## src/rtl/double_ended_queue_unit_macros.svh

```systemverilog
// ----------------------------------------------------------------------------
// Double-ended queue assertion macros
// Shared concurrent assertion forms, clocked on clk and disabled in reset.
// ----------------------------------------------------------------------------
`ifndef DOUBLE_ENDED_QUEUE_UNIT_MACROS_SVH
`define DOUBLE_ENDED_QUEUE_UNIT_MACROS_SVH

// Plain property check
`define DEQ_ASSERT(label, prop, msg) \
  label: assert property (@(posedge clk) disable iff (rst) (prop)) else $error(msg);

// Same-cycle implication
`define DEQ_ASSERT_IMPL(label, ante, cons, msg) \
  label: assert property (@(posedge clk) disable iff (rst) (ante) |-> (cons)) else $error(msg);

// Next-cycle implication
`define DEQ_ASSERT_NEXT(label, ante, cons, msg) \
  label: assert property (@(posedge clk) disable iff (rst) (ante) |=> (cons)) else $error(msg);

`endif

```

## src/rtl/deq_pkg.sv

```systemverilog
// ----------------------------------------------------------------------------
// Double-ended queue package
// Opcodes, status codes, controller states and shared widths.
// ----------------------------------------------------------------------------
`timescale 1ns / 1ps
`default_nettype none

package deq_pkg;

  localparam int DEQ_DEPTH_DEF     = 16;
  localparam int DEQ_WORD_BITS_DEF = 32;

  // Request and result field widths
  localparam int OPCODE_W = 3;
  localparam int VALUE_W  = 32;
  localparam int STATUS_W = 2;
  localparam int OCC_W    = 5;

  localparam int IN_DATA_W  = 40;
  localparam int OUT_DATA_W = 40;

  typedef enum logic [OPCODE_W-1:0] {
    OP_PUSH_FRONT = 3'd0,
    OP_PUSH_REAR  = 3'd1,
    OP_POP_FRONT  = 3'd2,
    OP_POP_REAR   = 3'd3,
    OP_PEEK_FRONT = 3'd4,
    OP_PEEK_REAR  = 3'd5
  } opcode_t;

  typedef enum logic [STATUS_W-1:0] {
    STS_OK    = 2'd0,
    STS_EMPTY = 2'd1,
    STS_FULL  = 2'd2
  } status_t;

  typedef enum logic {
    S_IDLE = 1'b0,
    S_EXEC = 1'b1
  } state_t;

  // Controller to datapath
  typedef struct packed {
    logic accept;     // take the request and update pointers
    logic load_read;  // capture the ring read data into the result
  } deq_cmd_t;

  // Datapath to controller
  typedef struct packed {
    logic needs_read; // request at the input reads the ring
  } deq_sts_t;

endpackage

`default_nettype wire

```

## src/rtl/deq_ram.sv

```systemverilog
// ----------------------------------------------------------------------------
// Generic single-port RAM
// One access per cycle, write or registered read.
// ----------------------------------------------------------------------------
`timescale 1ns / 1ps
`default_nettype none

module deq_ram #(
  parameter int WIDTH = 32,
  parameter int DEPTH = 16
) (
  input  wire logic                     clk,
  input  wire logic                     en,
  input  wire logic                     we,
  input  wire logic [$clog2(DEPTH)-1:0] addr,
  input  wire logic [WIDTH-1:0]         wdata,
  output logic      [WIDTH-1:0]         rdata
);

  logic [WIDTH-1:0] mem [DEPTH];

  always_ff @(posedge clk) begin
    if (en) begin
      if (we) begin
        mem[addr] <= wdata;
      end else begin
        rdata <= mem[addr];
      end
    end
  end

endmodule

`default_nettype wire

```

## src/rtl/deq_ctrl.sv

```systemverilog
// ----------------------------------------------------------------------------
// Double-ended queue controller
// Request handshake, ring read wait state and result valid.
// ----------------------------------------------------------------------------
`timescale 1ns / 1ps
`default_nettype none
`include "double_ended_queue_unit_macros.svh"

module deq_ctrl
  import deq_pkg::*;
(
  input  wire logic     clk,
  input  wire logic     rst,
  input  wire logic     s_tvalid,
  output logic          s_tready,
  output logic          m_tvalid,
  input  wire logic     m_tready,
  input  wire deq_sts_t sts,
  output deq_cmd_t      cmd
);

  state_t state, state_next;
  logic   out_valid, out_valid_next;
  logic   accept;

  always_ff @(posedge clk) begin
    if (rst) begin
      state     <= S_IDLE;
      out_valid <= 1'b0;
    end else begin
      state     <= state_next;
      out_valid <= out_valid_next;
    end
  end

  always_comb begin
    state_next     = state;
    out_valid_next = out_valid;
    // Take a request only when the result slot is free or drains this cycle
    s_tready       = (state == S_IDLE) && (!out_valid || m_tready);
    accept         = s_tvalid && s_tready;
    cmd.accept     = accept;
    cmd.load_read  = 1'b0;

    if (m_tready) begin
      out_valid_next = 1'b0;
    end

    unique case (state)
      S_IDLE: begin
        if (accept) begin
          if (sts.needs_read) begin
            state_next = S_EXEC;
          end else begin
            out_valid_next = 1'b1;
          end
        end
      end
      S_EXEC: begin
        cmd.load_read  = 1'b1;
        out_valid_next = 1'b1;
        state_next     = S_IDLE;
      end
      default: begin
        state_next = S_IDLE;
      end
    endcase
  end

  assign m_tvalid = out_valid;

  `DEQ_ASSERT_NEXT(a_read_waits, accept && sts.needs_read, !m_tvalid, "result shown before ring data")
  `DEQ_ASSERT_NEXT(a_read_shown, cmd.load_read, m_tvalid, "ring read gave no result")
  `DEQ_ASSERT_IMPL(a_no_overrun, out_valid && !m_tready, !s_tready, "request taken over held result")

endmodule

`default_nettype wire

```

## src/rtl/deq_dp.sv

```systemverilog
// ----------------------------------------------------------------------------
// Double-ended queue datapath
// Ring pointers, occupancy, ring RAM and result registers.
// ----------------------------------------------------------------------------
`timescale 1ns / 1ps
`default_nettype none
`include "double_ended_queue_unit_macros.svh"

module deq_dp
  import deq_pkg::*;
#(
  parameter int DEPTH     = DEQ_DEPTH_DEF,
  parameter int WORD_BITS = DEQ_WORD_BITS_DEF
) (
  input  wire logic               clk,
  input  wire logic               rst,
  input  wire deq_cmd_t           cmd,
  input  wire logic [OPCODE_W-1:0] opcode,
  input  wire logic [VALUE_W-1:0] push_value,
  output deq_sts_t                sts,
  output logic [VALUE_W-1:0]      read_value,
  output logic [STATUS_W-1:0]     status,
  output logic [OCC_W-1:0]        occupancy,
  output logic                    is_empty
);

  localparam int IDX_W = $clog2(DEPTH);
  localparam int CNT_W = $clog2(DEPTH + 1);
  localparam logic [IDX_W-1:0]     LAST_SLOT = IDX_W'(DEPTH - 1);
  localparam logic [CNT_W-1:0]     FULL_CNT  = CNT_W'(DEPTH);
  localparam logic [WORD_BITS-1:0] WORD_ONES = '1;

  logic [IDX_W-1:0] head, head_next, tail, tail_next;
  logic [CNT_W-1:0] count, count_next;
  logic [IDX_W-1:0] head_inc, head_dec, tail_inc, tail_dec;
  logic             full, empty;
  opcode_t          op;

  logic                 ram_en, ram_we;
  logic [IDX_W-1:0]     ram_addr;
  logic [WORD_BITS-1:0] ram_wdata, ram_rdata;

  status_t          res_status;
  logic [VALUE_W-1:0] res_const;
  logic             needs_read;

  assign op    = opcode_t'(opcode);
  assign full  = (count == FULL_CNT);
  assign empty = (count == '0);

  // Ring wrap
  assign head_inc = (head == LAST_SLOT) ? '0 : head + IDX_W'(1);
  assign head_dec = (head == '0) ? LAST_SLOT : head - IDX_W'(1);
  assign tail_inc = (tail == LAST_SLOT) ? '0 : tail + IDX_W'(1);
  assign tail_dec = (tail == '0) ? LAST_SLOT : tail - IDX_W'(1);

  assign ram_wdata = WORD_BITS'($unsigned(push_value));

  always_comb begin
    head_next  = head;
    tail_next  = tail;
    count_next = count;
    ram_en     = 1'b0;
    ram_we     = 1'b0;
    ram_addr   = head;
    res_status = STS_OK;
    res_const  = '0;
    needs_read = 1'b0;

    unique case (op) inside
      OP_PUSH_FRONT: begin
        if (full) begin
          res_status = STS_FULL;
        end else begin
          ram_en     = 1'b1;
          ram_we     = 1'b1;
          ram_addr   = head_dec;
          head_next  = head_dec;
          count_next = count + CNT_W'(1);
        end
      end
      OP_PUSH_REAR: begin
        if (full) begin
          res_status = STS_FULL;
        end else begin
          ram_en     = 1'b1;
          ram_we     = 1'b1;
          ram_addr   = tail;
          tail_next  = tail_inc;
          count_next = count + CNT_W'(1);
        end
      end
      OP_POP_FRONT, OP_PEEK_FRONT: begin
        if (empty) begin
          res_status = STS_EMPTY;
          res_const  = VALUE_W'(WORD_ONES);
        end else begin
          ram_en     = 1'b1;
          ram_addr   = head;
          needs_read = 1'b1;
          if (op == OP_POP_FRONT) begin
            head_next  = head_inc;
            count_next = count - CNT_W'(1);
          end
        end
      end
      OP_POP_REAR, OP_PEEK_REAR: begin
        if (empty) begin
          res_status = STS_EMPTY;
          res_const  = VALUE_W'(WORD_ONES);
        end else begin
          ram_en     = 1'b1;
          ram_addr   = tail_dec;
          needs_read = 1'b1;
          if (op == OP_POP_REAR) begin
            tail_next  = tail_dec;
            count_next = count - CNT_W'(1);
          end
        end
      end
      default: begin
      end
    endcase
  end

  assign sts.needs_read = needs_read;

  always_ff @(posedge clk) begin
    if (rst) begin
      head  <= '0;
      tail  <= '0;
      count <= '0;
    end else if (cmd.accept) begin
      head  <= head_next;
      tail  <= tail_next;
      count <= count_next;
    end
  end

  // Result registers: everything but read data is known at accept
  always_ff @(posedge clk) begin
    if (cmd.accept) begin
      read_value <= res_const;
      status     <= res_status;
      occupancy  <= OCC_W'(count_next);
      is_empty   <= (count_next == '0);
    end else if (cmd.load_read) begin
      read_value <= VALUE_W'(ram_rdata);
    end
  end

  deq_ram #(
    .WIDTH (WORD_BITS),
    .DEPTH (DEPTH)
  ) u_ram (
    .clk   (clk),
    .en    (ram_en && cmd.accept),
    .we    (ram_we),
    .addr  (ram_addr),
    .wdata (ram_wdata),
    .rdata (ram_rdata)
  );

  `DEQ_ASSERT(a_count_bound, count <= FULL_CNT, "occupancy beyond ring depth")
  `DEQ_ASSERT_IMPL(a_ptr_meet, empty || full, head == tail, "pointers apart when empty or full")

endmodule

`default_nettype wire

```

## src/rtl/double_ended_queue_unit.sv

```systemverilog
// Result path: a push result is registered on the edge that takes the request; a
//   pop or peek result passes the registered ring read, then the result register.
// Throughput: one request per cycle for pushes and for reads of an empty queue,
//   while m_tready drains the result; for pops and peeks of a filled queue the
//   controller holds off the next request while it waits in S_EXEC for the read.
// Reset: rst clears head, tail, occupancy and the result valid; ring contents are
//   left as they are and are only read once written.
// ----------------------------------------------------------------------------
// Double-ended queue unit
// Ring-buffer deque of unsigned words with push, pop and peek at either end.
// ----------------------------------------------------------------------------
`timescale 1ns / 1ps
`default_nettype none

module double_ended_queue_unit
  import deq_pkg::*;
#(
  parameter int DEPTH     = DEQ_DEPTH_DEF,     // ring entries, 2 to 31
  parameter int WORD_BITS = DEQ_WORD_BITS_DEF  // stored word width, 1 to 64
) (
  input  wire logic                  clk,
  input  wire logic                  rst,
  // Request stream
  input  wire logic                  s_tvalid,
  output logic                       s_tready,
  input  wire logic [IN_DATA_W-1:0]  s_tdata,  // opcode[2:0], push_value[34:3], zero pad
  // Result stream
  output logic                       m_tvalid,
  input  wire logic                  m_tready,
  output logic [OUT_DATA_W-1:0]      m_tdata   // read_value[31:0], status[33:32],
                                               // occupancy[38:34], is_empty[39]
);

  deq_cmd_t            cmd;
  deq_sts_t            sts;
  logic [VALUE_W-1:0]  read_value;
  logic [STATUS_W-1:0] status;
  logic [OCC_W-1:0]    occupancy;
  logic                is_empty;

  // Controller: owns the handshake and steps through the ring read wait
  deq_ctrl u_ctrl (
    .clk      (clk),
    .rst      (rst),
    .s_tvalid (s_tvalid),
    .s_tready (s_tready),
    .m_tvalid (m_tvalid),
    .m_tready (m_tready),
    .sts      (sts),
    .cmd      (cmd)
  );

  // Datapath: decode the request straight off the bus; pointers advance and
  // pushes are written on the accepting edge, reads reach the result from S_EXEC
  deq_dp #(
    .DEPTH     (DEPTH),
    .WORD_BITS (WORD_BITS)
  ) u_dp (
    .clk        (clk),
    .rst        (rst),
    .cmd        (cmd),
    .opcode     (s_tdata[OPCODE_W-1:0]),
    .push_value (s_tdata[OPCODE_W+VALUE_W-1:OPCODE_W]),
    .sts        (sts),
    .read_value (read_value),
    .status     (status),
    .occupancy  (occupancy),
    .is_empty   (is_empty)
  );

  // Pack the result, lowest field first
  assign m_tdata = {is_empty, occupancy, status, read_value};

endmodule

`default_nettype wire
```

## config.mk

```make
export PLATFORM = sky130hd
export DESIGN_NAME = double_ended_queue_unit
export DESIGN_NICKNAME = d
export VERILOG_FILES = /design/src/rtl/deq_pkg.sv /design/src/rtl/deq_ram.sv /design/src/rtl/deq_ctrl.sv /design/src/rtl/deq_dp.sv /design/src/rtl/double_ended_queue_unit.sv
export VERILOG_INCLUDE_DIRS = /design/src /design/src/rtl
export SDC_FILE = /design/constraint.sdc
export NUM_CORES = 1
export LEC_CHECK = 0
export BUFFER_PORTS_ARGS = -buffer_cell sky130_fd_sc_hd__buf_2
export CORE_MARGIN = 2
export CORE_UTILIZATION = 45
export DETAILED_ROUTE_END_ITERATION = 8
export SYNTH_ARGS = -nofsm -noshare
export SYNTH_HDL_FRONTEND = slang
export SYNTH_SLANG_ARGS = --single-unit
```

## constraint.sdc

```tcl
create_clock -name clk -period 6.2 [get_ports clk]
set_input_delay 1.86 -clock clk [delete_from_list [all_inputs] [get_ports clk]]
set_output_delay 1.86 -clock clk [all_outputs]
set_load 0.01 [all_outputs]
```

==> results.py, run 1 <==
metrics = {
    "global_routing": {
        "grt_use_total": 0.1853,
        "antenna_found_initial": 4,
        "grt_pass1_vias": 11350,
        "grt_max_degree": 51,
        "grt_pass1_wl_um": 73000,
        "grt-ovfl-total": 0,
    },
    "worst_setup_path": {
        "ff2ff_path_depth": 9,
        "required_ns": 6.46,
        "cp.arrival_ns": 5.10,
        "path_max_fanout": 50,
        "rrSetupSlack_ns": 2.04,
        "cp-start-kind": "input port",
        "timing.rr.start": "u_dp.count[0]$_SDFFE_PP0P_",
        "r2r_end": "u_dp.u_ram.mem[7][6]$_DFFE_PP_",
        "critical_path.endpoint_type": "flip-flop",
        "path_class": "in2reg",
    },
    "pwr": {
        "power_frac_comb": 0.117,
        "total_power_mw": 9.233,
        "p_sw_frac": 0.2343,
        "clkPwrFrac": 0.384,
        "p_per_area_nw_per_um2": 343.3,
        "p_switching_mw": 2.163,
        "max-vdd-ir-drop_uv": 226.6,
        "sequentialPowerShare": 0.499,
        "p_leak_nw": 8.864,
        "p_int_mw": 7.070,
    },
    "routing": {
        "drc": 0,
        "routed_wl_um": 49110,
        "vias_per_cell": 5.651,
        "drtAntennaViolNets": 0,
        "first_pass_iters": 5,
        "vias": 11120,
        "post_drt_wl_per_cell_um": 24.95,
        "drtIter0Drc": 1006,
    },
    "synth": {
        "syn-cell-area_sq_um": 23540,
        "ys_async_sr_fraction": 0,
        "synth_area_leaders": "edfxtp_1 75%, mux4_2 12%, mux2i_1 4.3%, dfxtp_1 1.3%, a21o_1 1.0%",
        "synth_top_cell_by_area": "edfxtp_1",
        "yosysTopAreaCellShare": 0.7450,
        "synth-edff-count": 584,
        "postSynthAreaPerCell_sq_um": 21.04,
        "syn_inst": 1119,
        "yosysUniqueCellTypes": 60,
        "synth_seq_area_share": 0.7578,
        "ys_warn_count": 0,
        "synth_nets": 1169,
        "netlist_top_cells_count": "584 x edfxtp_1, 126 x mux4_2, 100 x mux2i_1",
        "synthMostInstantiatedCell": "edfxtp_1",
        "synth_seq_cells": 599,
        "synth_top_flop_cell": "edfxtp_1",
    },
    "finish": {
        "final_core_util": 0.5221,
        "finalNetCount": 1287,
        "drive_above_1_share": 0.2725,
        "diodes": 0,
        "area_growth_syn_to_layout_pct": 14.25,
        "finalNonFillerCells": 1968,
        "fill_cells": 4128,
    },
    "clock_tree": {
        "ctsHtreeMaxLevel": 2,
        "post_cts_resized": 0,
        "clk_pin_slew_worst_paths_ns": 0.06,
        "cts_setup_buffers": 0,
        "cts_tree": "yes",
        "cts_sinks": 599,
        "cts_root_buf": "clkbuf_16",
        "cts_buffers": 61,
        "hold_buffers": 0,
        "cts.path.max_buffers": 3,
        "clock_latency_ns": 0.63,
    },
    "timing": {
        "max_slew_margin": 0.3209,
        "setup_viol": 0,
        "finalSetupTns_ns": 0,
        "final-max-slew-violation-count": 0,
        "hold_ws_ns": 0.5166,
        "rsz0062_at_grt": "false",
        "fin_crit_ns": 4.845,
        "clock_skew_ns": 0.02376,
        "tightestPinTransition_ns": 1.016,
        "hold_viol": 0,
        "clock.fmax_mhz": 206.4,
        "min_period_over_period": 0.7815,
    },
    "placed_design": {
        "placed_cells": 1854,
        "dp_hpwl_um": 26230,
        "io_buffers": 80,
        "gp_congestion": 0.8066,
    },
    "floorplanning": {
        "start_util": 0.4570,
        "die_x_um": 232.7,
        "core-area_sq_um": 51510,
        "rows": 83,
        "die_h_um": 232.7,
        "design.die.area_sq_um": 54150,
        "pin_count": 86,
    },
    "outcome": {
        "status": "completed",
    },
    "min_path": {
        "hp-start": "u_dp.u_ram.rdata[10]$_DFFE_PP_",
        "hold_end": "u_dp.read_value[10]$_DFFE_PP_",
        "whs_path_depth": 1,
        "min_path_type": "reg2reg",
    },
    "flow_run": {
        "cap_violations": 0,
    },
}
## how the worst max path moves through the flow
stage	end	cells past startpoint	slack, ns	startpoint
after CTS	u_dp.u_ram.mem[7][6]$_DFFE_PP_	9	1.27	s_tdata[0]
after detailed placement	u_dp.u_ram.mem[7][4]$_DFFE_PP_	9	0.62	s_tdata[0]
after floorplan	u_dp.u_ram.mem[13][0]$_DFFE_PP_	10	0.82	s_tdata[2]
final	u_dp.u_ram.mem[7][6]$_DFFE_PP_	9	1.35	s_tdata[0]
after global placement	u_dp.u_ram.mem[7][4]$_DFFE_PP_	9	0.62	s_tdata[0]
after global routing	u_dp.u_ram.mem[7][6]$_DFFE_PP_	9	1.10	s_tdata[0]
## cell families (layout without fill, tap and decap cells)
| group | count (synthesis) | count (layout) | share of synthesized area |
|---|---|---|---|
| flip-flops | 599 | 599 | 0.7578 |
| multiplexers | 228 | 228 | 0.1653 |
| AND/OR/NAND/NOR | 109 | 109 | 0.02302 |
| adder cells (fa/ha/maj) | 8 | 8 | 0.004040 |
| AO/OA/AOI/OAI | 93 | 93 | 0.02955 |
| buffers and inverters | 74 | 243 | 0.01733 |
| XOR/XNOR | 8 | 8 | 0.002977 |
## state kept, by name (all words and copies together), names as in the netlist, 2 cells and up
register,cells
u_dp.read_value,32
u_dp.occupancy,5
u_dp.count,5
u_dp.u_ram.rdata,32
u_dp.head,4
u_dp.u_ram.mem,512
u_dp.tail,4
u_dp.status,2
## area by class of cell
class	instances	area, sq um	area share
Tap cell	680	850.8	0.03164
Sequential cell	599	17840	0.6633
Timing Repair Buffer	117	778.2	0.02894
Multi-Input combinational cell	446	5450	0.2027
Clock buffer	74	1575	0.05857
Inverter	12	45.04	0.001675
Clock inverter	40	356.6	0.01326
## worst max-delay path, cell delays in order
cell	delay (ns)
buf_2	0.31
inv_1	0.22
nor3_2	0.43
nand2_1	0.16
o311ai_4	0.18
buf_12	0.41
nand2_1	0.34
nor2_4	0.60
buf_4	0.52
## placed cells by master (no fill, tap or decap), types with 7 or more instances in the layout
master,n
edfxtp_1,584
mux4_2,126
mux2i_1,100
buf_2,80
clkbuf_16,61
a21o_1,32
buf_4,29
nor2_1,25
nand2_1,22
clkinv_1,21
nor2_4,17
a21oi_1,15
dfxtp_1,15
o21ai_0,13
clkbuf_1,13
inv_1,11
buf_12,8
nor3_1,7
xnor2_1,7
clkinv_2,7
## power groups by stage
stage	clock, mW	sequential [mW]	combinational [mW]
final	3.55	4.60	1.08
after global placement	0	4.69	1.09
after global routing	3.79	4.61	1.18
after floorplan	0	4.70	0.781
after detailed placement	0	4.69	1.10
after CTS	3.63	4.60	1.10
## layer usage
metal	vias up	GRT usage	wire length, um	part of all wire
met5	-	0	11	0.00022
met4	2	0.05255	941	0.019
met3	69	0.02978	2342	0.048
met2	302	0.2938	23180	0.47
met1	5880	0.2679	22630	0.46
li1	4869	-	-	-
## per-stage QoR
step	setup slack, ns	cell area, sq um
2_1_floorplan	0.8237	23540
3_3_place_gp	0.6206	24960
3_5_place_dp	0.6160	24960
4_1_cts	1.273	26890
5_1_grt	1.103	26890
6_report	1.355	26890
Note: power is estimated with default switching activity, not from simulation.
==> run 2, diff against run 1 <==
--- a/config.mk
+++ b/config.mk
@@ -6,6 +6,7 @@
 export SDC_FILE = /design/constraint.sdc
 export NUM_CORES = 1
 export LEC_CHECK = 0
+export ABC_AREA = 1
 export BUFFER_PORTS_ARGS = -buffer_cell sky130_fd_sc_hd__buf_2
 export CORE_MARGIN = 2
 export CORE_UTILIZATION = 45
==> constraint.sdc (replaced) <==
create_clock -name clk -period 4.78 [get_ports clk]
set_input_delay 1.434 -clock clk [delete_from_list [all_inputs] [get_ports clk]]
set_output_delay 1.434 -clock clk [all_outputs]
set_load 0.01 [all_outputs]
==> run 2 against run 1 <==
  * Register-to-register slack got worse by 0.76 ns
  * Sequential power increased by 30%
  * Utilization decreased by 0.68 points
  * Hold slack about the same
  * Clock skew decreased by 0.012 ns
  * Critical path depth increased by 4
  * Setup slack got worse by 0.24 ns
  * Die area increased by 9.2%
  * Largest cell class unchanged
  * Largest power group unchanged
==> results.py, run 2 <==
metrics = {
    "finish": {
        "area_growth_syn_to_layout_pct": 13.09,
        "finalNetCount": 2611,
        "final_core_util": 0.5153,
        "largest_reg_flops": 512,
        "fill_cells": 4908,
        "layout_commonest_cell": "nand2_1",
        "mostFrequentLayoutCells": "1233 x nand2_1, 584 x edfxtp_1, 283 x nand3_1, 109 x inv_1, 80 x buf_2",
        "drive_above_1_share": 0.1020,
        "largest_registers": "u_dp.u_ram.mem x512, u_dp.read_value x32, u_dp.u_ram.rdata x32",
        "regMostFlops": "u_dp.u_ram.mem",
    },
    "worst_setup_path": {
        "required_ns": 5.03,
        "path_max_fanout": 25,
        "cp_slowest_cell": "nand3_1",
        "cp.arrival_ns": 3.92,
        "r2r_end": "u_dp.u_ram.mem[6][15]$_DFFE_PP_",
        "cp-start-kind": "input port",
        "timing.rr.start": "u_dp.count[0]$_SDFFE_PP0P_",
        "path_class": "in2reg",
        "critical_path.cell_chain": "buf_2, inv_2, nand2_1, nand2_2, nand2_2, o21ai_1, inv_1, nand2_1, o21ai_4, inv_4, nand3_1, nor2_4, buf_4",
        "rrSetupSlack_ns": 1.28,
        "ff2ff_path_depth": 13,
        "critical_path.endpoint_type": "flip-flop",
        "cp_slowest_stage_delay_ns": 0.45,
        "crit_family": "simple AND/OR/NAND/NOR gates",
        "path_buf_inv": 5,
    },
    "pwr": {
        "p_per_area_nw_per_um2": 435.2,
        "p_leak_nw": 12.14,
        "max-vdd-ir-drop_uv": 297.6,
    },
    "global_routing": {
        "grt_max_degree": 182,
        "grt-ovfl-total": 0,
        "grt_use_total": 0.2134,
        "busiest_layer": "met2",
        "grt_pass1_vias": 16740,
        "gr-usage-met1": 0.2815,
        "grt_pass1_wl_um": 97170,
        "use_met3": 0.03571,
        "antenna_found_initial": 3,
        "met2_usage": 0.3603,
    },
    "synth": {
        "synthMostInstantiatedCell": "nand2_1",
        "syn_inst": 2499,
        "synth_simple_gate_area_frac": 0.2454,
        "synth_area_leaders": "edfxtp_1 68%, nand2_1 18%, nand3_1 5.5%, buf_2 1.8%, inv_1 1.6%",
        "synth_xor_area_frac": 0.002722,
        "synth_nets": 2549,
        "synth-edff-count": 584,
        "postSynthAreaPerCell_sq_um": 10.30,
        "ys_warn_count": 0,
        "synth_seq_area_share": 0.6929,
        "synth.mux.area_fraction": 0,
        "synth_top_cell_by_area": "edfxtp_1",
        "yosysTopAreaCellShare": 0.6812,
        "synth-compound-area-share": 0.01254,
        "synth_seq_cells": 599,
        "ys_async_sr_fraction": 0,
        "yosysUniqueCellTypes": 28,
        "synthAdderAreaFrac": 0.002916,
        "syn-cell-area_sq_um": 25740,
        "netlist_top_cells_count": "1236 x nand2_1, 584 x edfxtp_1, 283 x nand3_1",
        "synth_top_family_by_area": "simple AND/OR/NAND/NOR gates",
        "synth_top_flop_cell": "edfxtp_1",
    },
    "clock_tree": {
        "cts.path.max_buffers": 3,
        "clock_latency_ns": 0.62,
        "cts_sinks": 599,
        "ctsHtreeMaxLevel": 2,
        "cts_root_buf": "clkbuf_16",
        "cts_setup_buffers": 0,
        "cts_tree": "yes",
        "clk_pin_slew_worst_paths_ns": 0.06,
        "hold_buffers": 0,
        "post_cts_resized": 0,
        "cts_buffers": 61,
    },
    "timing": {
        "fin_crit_ns": 3.661,
        "hold_viol": 0,
        "tightestPinTransition_ns": 1.103,
        "clock.fmax_mhz": 273.1,
        "final-max-slew-violation-count": 0,
        "setup_viol": 0,
        "max_slew_margin": 0.2646,
        "clock_skew_ns": 0.01172,
        "rsz0062_at_grt": "false",
        "min_period_over_period": 0.7660,
        "finalSetupTns_ns": 0,
    },
    "placed_design": {
        "dp_hpwl_um": 33400,
        "gp_congestion": 0.8442,
        "io_buffers": 80,
    },
    "min_path": {
        "hold_end": "u_dp.read_value[3]$_DFFE_PP_",
        "hp-start": "u_dp.u_ram.rdata[3]$_DFFE_PP_",
        "min_path_type": "reg2reg",
        "whs_path_depth": 2,
    },
    "flow_run": {
        "cap_violations": 0,
    },
    "routing": {
        "drtAntennaViolNets": 0,
        "first_pass_iters": 5,
        "post_drt_wl_per_cell_um": 18.77,
        "vias": 17400,
        "drtIter0Drc": 1388,
        "vias_per_cell": 5.169,
        "routed_wl_um": 63170,
        "drc": 0,
    },
    "floorplanning": {
        "start_util": 0.4557,
        "rows": 87,
        "core-area_sq_um": 56500,
        "die_x_um": 243.2,
        "design.die.area_sq_um": 59140,
        "die_h_um": 243.2,
        "pin_count": 86,
    },
    "outcome": {
        "status": "completed",
    },
}
-- run 2: cell count changes in the layout (fill, tap and decap cells not counted), moves of 15 or more --
cell,before,now
nand2_1,22,1233
nand3_1,6,283
mux4_2,126,0
mux2i_1,100,0
inv_1,11,109
a21o_1,32,0
buf_4,29,48
o21ai_0,13,28
-- run 2: final cells by class --
type	instances	area [sq um]	area share
Clock inverter	34	370.4	0.01272
Tap cell	756	945.9	0.03249
Timing Repair Buffer	136	920.9	0.03163
Inverter	116	437.9	0.01504
Antenna cell	2	5.005	0.0001719
Sequential cell	599	17840	0.6127
Multi-Input combinational cell	1647	6972	0.2395
Clock buffer	76	1625	0.05583
-- run 2: cell families (layout without fill, tap and decap cells) --
| logic type | Yosys count | count (layout) |
|---|---|---|
| other | 0 | 2 |
| XOR/XNOR | 8 | 8 |
| AO/OA/AOI/OAI | 58 | 58 |
| adder cells (fa/ha/maj) | 6 | 6 |
| flip-flops | 599 | 599 |
| AND/OR/NAND/NOR | 1575 | 1575 |
| buffers and inverters | 253 | 362 |
-- run 2: worst max-delay path by stage --
stage / startpoint / to / cells after the start
2_1_floorplan: s_tdata[1] / u_dp.u_ram.mem[0][0]$_DFFE_PP_ / 12
3_3_place_gp: s_tdata[2] / u_dp.u_ram.mem[6][10]$_DFFE_PP_ / 13
3_5_place_dp: s_tdata[2] / u_dp.u_ram.mem[6][16]$_DFFE_PP_ / 13
4_1_cts: s_tdata[2] / u_dp.u_ram.mem[6][15]$_DFFE_PP_ / 13
5_1_grt: s_tdata[2] / u_dp.u_ram.mem[6][15]$_DFFE_PP_ / 13
6_report: s_tdata[2] / u_dp.u_ram.mem[6][15]$_DFFE_PP_ / 13
-- run 2: per-layer routing --
metal | vias up | routed length, um
met5 | - | 12
met4 | 2 | 1773
met3 | 112 | 3661
met2 | 474 | 30500
met1 | 8388 | 27220
li1 | 8422 | -
-- run 2: through the flow --
step           cells  area, sq um  worst slack [ns]  hold WS (ns)  power, mW
3_5_place_dp    3254        27110            0.4983        0.5065      8.027
5_1_grt         3365        29110            0.9828        0.5491      13.22
6_report        3366        29110             1.119        0.5168      12.67
2_1_floorplan   2499        25740            0.2725        0.4934      7.400
4_1_cts         3364        29110             1.156        0.5198      12.79
3_3_place_gp    3254        27110            0.5627        0.5099      8.004
-- run 2: where the power goes --
group	total [mW]	switching [mW]	internal, mW
Sequential	5.98	0.0407	5.94
Combinational	1.93	1.40	0.527
Clock	4.76	1.94	2.82
Total	12.7	3.38	9.29
-- run 2: tightest hold or removal path, cell delays in order, from the launching register on --
cell      delay [ns]
edfxtp_1        0.31
nand2_1         0.05
nand2_1         0.05
==> run 3, diff against run 2 <==
==> constraint.sdc (replaced) <==
create_clock -name clk -period 3.2 [get_ports clk]
set_input_delay 0.96 -clock clk [delete_from_list [all_inputs] [get_ports clk]]
set_output_delay 0.96 -clock clk [all_outputs]
set_load 0.01 [all_outputs]
==> run 3 against run 2 <==
  * Hold slack lost 0.0022 ns
  * Total power up 50%
  * Utilization up 1.6 points
  * Register-to-register slack worse by 1.1 ns
  * Critical endpoint is now u_dp.u_ram.mem[2][6]$_DFFE_PP_
  * Design area rose by 3.2%
  * Sequential share of layout area shrank 1.9 points
  * Via count is 1.9% higher
  * First-iteration DRC count grew 2.1%
  * Critical path type is now reg2reg
  * Critical path depth is the same
  * Clock power up 45%
  * Combinational power rose by 64%
  * Count of clock-buffer cells in the layout shrank 5
==> results.py, run 3 (synthesized netlist as in run 2, its figures left out) <==
metrics = {
    "timing": {
        "clock.fmax_mhz": 336.4,
        "setup_viol": 0,
        "hold_viol": 0,
        "clock_skew_ns": 0.02017,
        "min_period_over_period": 0.9289,
        "max_slew_margin": 0.5777,
        "tightestPinTransition_ns": 0.6269,
        "rsz0062_at_grt": "false",
        "final-max-slew-violation-count": 0,
        "fin_crit_ns": 2.972,
    },
    "routing": {
        "vias": 17730,
        "post_drt_wl_per_cell_um": 18.76,
        "drc": 0,
        "drtIter0Drc": 1417,
        "drtAntennaViolNets": 0,
        "first_pass_iters": 5,
        "vias_per_cell": 5.167,
        "routed_wl_um": 64370,
    },
    "global_routing": {
        "antenna_found_initial": 4,
        "grt_use_total": 0.2183,
        "grt_pass1_wl_um": 99090,
        "grt_pass1_vias": 16890,
        "grt_max_degree": 113,
        "grt-ovfl-total": 0,
    },
    "worst_setup_path": {
        "critical_path.endpoint_type": "flip-flop",
        "cp-start-kind": "flip-flop",
        "path_class": "reg2reg",
        "path_max_fanout": 13,
        "required_ns": 3.53,
        "cp.arrival_ns": 3.30,
    },
    "finish": {
        "largest_registers": "u_dp.u_ram.mem x512, u_dp.read_value x32, u_dp.u_ram.rdata x32",
        "fin_area_sq_um": 30040,
        "fill_cells": 4933,
        "largest_reg_flops": 512,
        "layout_commonest_cell": "nand2_1",
        "regMostFlops": "u_dp.u_ram.mem",
        "mostFrequentLayoutCells": "1233 x nand2_1, 584 x edfxtp_1, 283 x nand3_1, 109 x inv_1, 80 x buf_2",
        "area_growth_syn_to_layout_pct": 16.69,
        "drive_above_1_share": 0.1193,
        "finalNetCount": 2674,
    },
    "outcome": {
        "status": "completed",
    },
    "clock_tree": {
        "cts_buffers": 61,
        "ctsHtreeMaxLevel": 2,
        "post_cts_resized": 0,
        "clock_latency_ns": 0.63,
        "hold_buffers": 0,
        "clk_pin_slew_worst_paths_ns": 0.06,
        "cts_sinks": 599,
        "cts_tree": "yes",
        "cts_root_buf": "clkbuf_16",
        "cts_setup_buffers": 0,
        "cts.path.max_buffers": 3,
    },
    "pwr": {
        "p_per_area_nw_per_um2": 631.4,
        "max-vdd-ir-drop_uv": 463.3,
        "total_power_mw": 18.97,
        "p_leak_nw": 12.56,
    },
    "floorplanning": {
        "pin_count": 86,
        "rows": 87,
        "start_util": 0.4557,
        "design.die.area_sq_um": 59140,
        "core-area_sq_um": 56500,
        "die_h_um": 243.2,
        "die_x_um": 243.2,
    },
    "placed_design": {
        "placed_area_sq_um": 28110,
        "dp_hpwl_um": 36480,
        "io_buffers": 80,
        "gp_congestion": 0.8238,
    },
    "min_path": {
        "min_path_type": "reg2reg",
    },
    "flow_run": {
        "cap_violations": 0,
    },
}
## run 3: layer usage
metal / track usage / vias up / wire [um]
li1: - / 8564 / -
met1: 0.3004 / 8543 / 28280
met2: 0.3622 / 520 / 30990
met3: 0.03140 / 98 / 3670
met4: 0.06189 / 4 / 1399
met5: 0 / - / 26
## run 3: worst max-delay path, cell delays in order (launching register included)
cell and delay, ns:
dfxtp_1 0.39, inv_1 0.11, ha_1 0.31, nand3_2 0.26, inv_1 0.11, o21ai_0 0.17, nand2_1 0.08, nand2_1 0.06
nand3_1 0.18, buf_4 0.23, nor2_4 0.10, inv_1 0.17, nor2_4 0.30, buf_12 0.21
## run 3: path summary, 6_finish.rpt
kind | depth (start not counted) | slack, ns | from | endpoint
setup / recovery | 13 | 0.23 | u_dp.count[0]$_SDFFE_PP0P_ | u_dp.u_ram.mem[2][6]$_DFFE_PP_
setup reg to reg | 13 | 0.23 | u_dp.count[0]$_SDFFE_PP0P_ | u_dp.u_ram.mem[2][6]$_DFFE_PP_
hold reg to reg | 2 | 0.51 | u_dp.u_ram.rdata[15]$_DFFE_PP_ | u_dp.read_value[15]$_DFFE_PP_
hold / removal | 2 | 0.51 | u_dp.u_ram.rdata[15]$_DFFE_PP_ | u_dp.read_value[15]$_DFFE_PP_
## run 3: final cells by class
cell class	instances	area [sq um]	area share
diodes	2	5.005	0.0001666
clock buffers	71	1564	0.05206
clock inverters	41	359.1	0.01195
inverters	116	437.9	0.01458
multi-input cells	1647	6972	0.2321
flip-flops and latches	599	17840	0.5938
well taps	756	945.9	0.03149
repair buffers	199	1919	0.06389
## run 3: stage by stage
| stage | std cells | util | setup WS, ns | TNS (ns) | hold WS [ns] |
|---|---|---|---|---|---|
| 2_1_floorplan | 2499 | - | -0.1382 | -59.58 | 0.4934 |
| 3_3_place_gp | 3317 | 0.4976 | -0.02114 | -0.3153 | 0.5032 |
| 3_5_place_dp | 3317 | 0.4976 | -0.02566 | -0.3426 | 0.5017 |
| 4_1_cts | 3429 | 0.5316 | 0.2466 | 0 | 0.5162 |
| 5_1_grt | 3431 | 0.5317 | 0.02320 | 0 | 0.5402 |
| 6_report | 3431 | 0.5317 | 0.2275 | 0 | 0.5146 |
## run 3: power by group
group          internal, mW  total [mW]  switching, mW
Sequential             8.87        8.93         0.0597
Combinational          1.01        3.16           2.15
Clock                  3.96        6.88           2.92
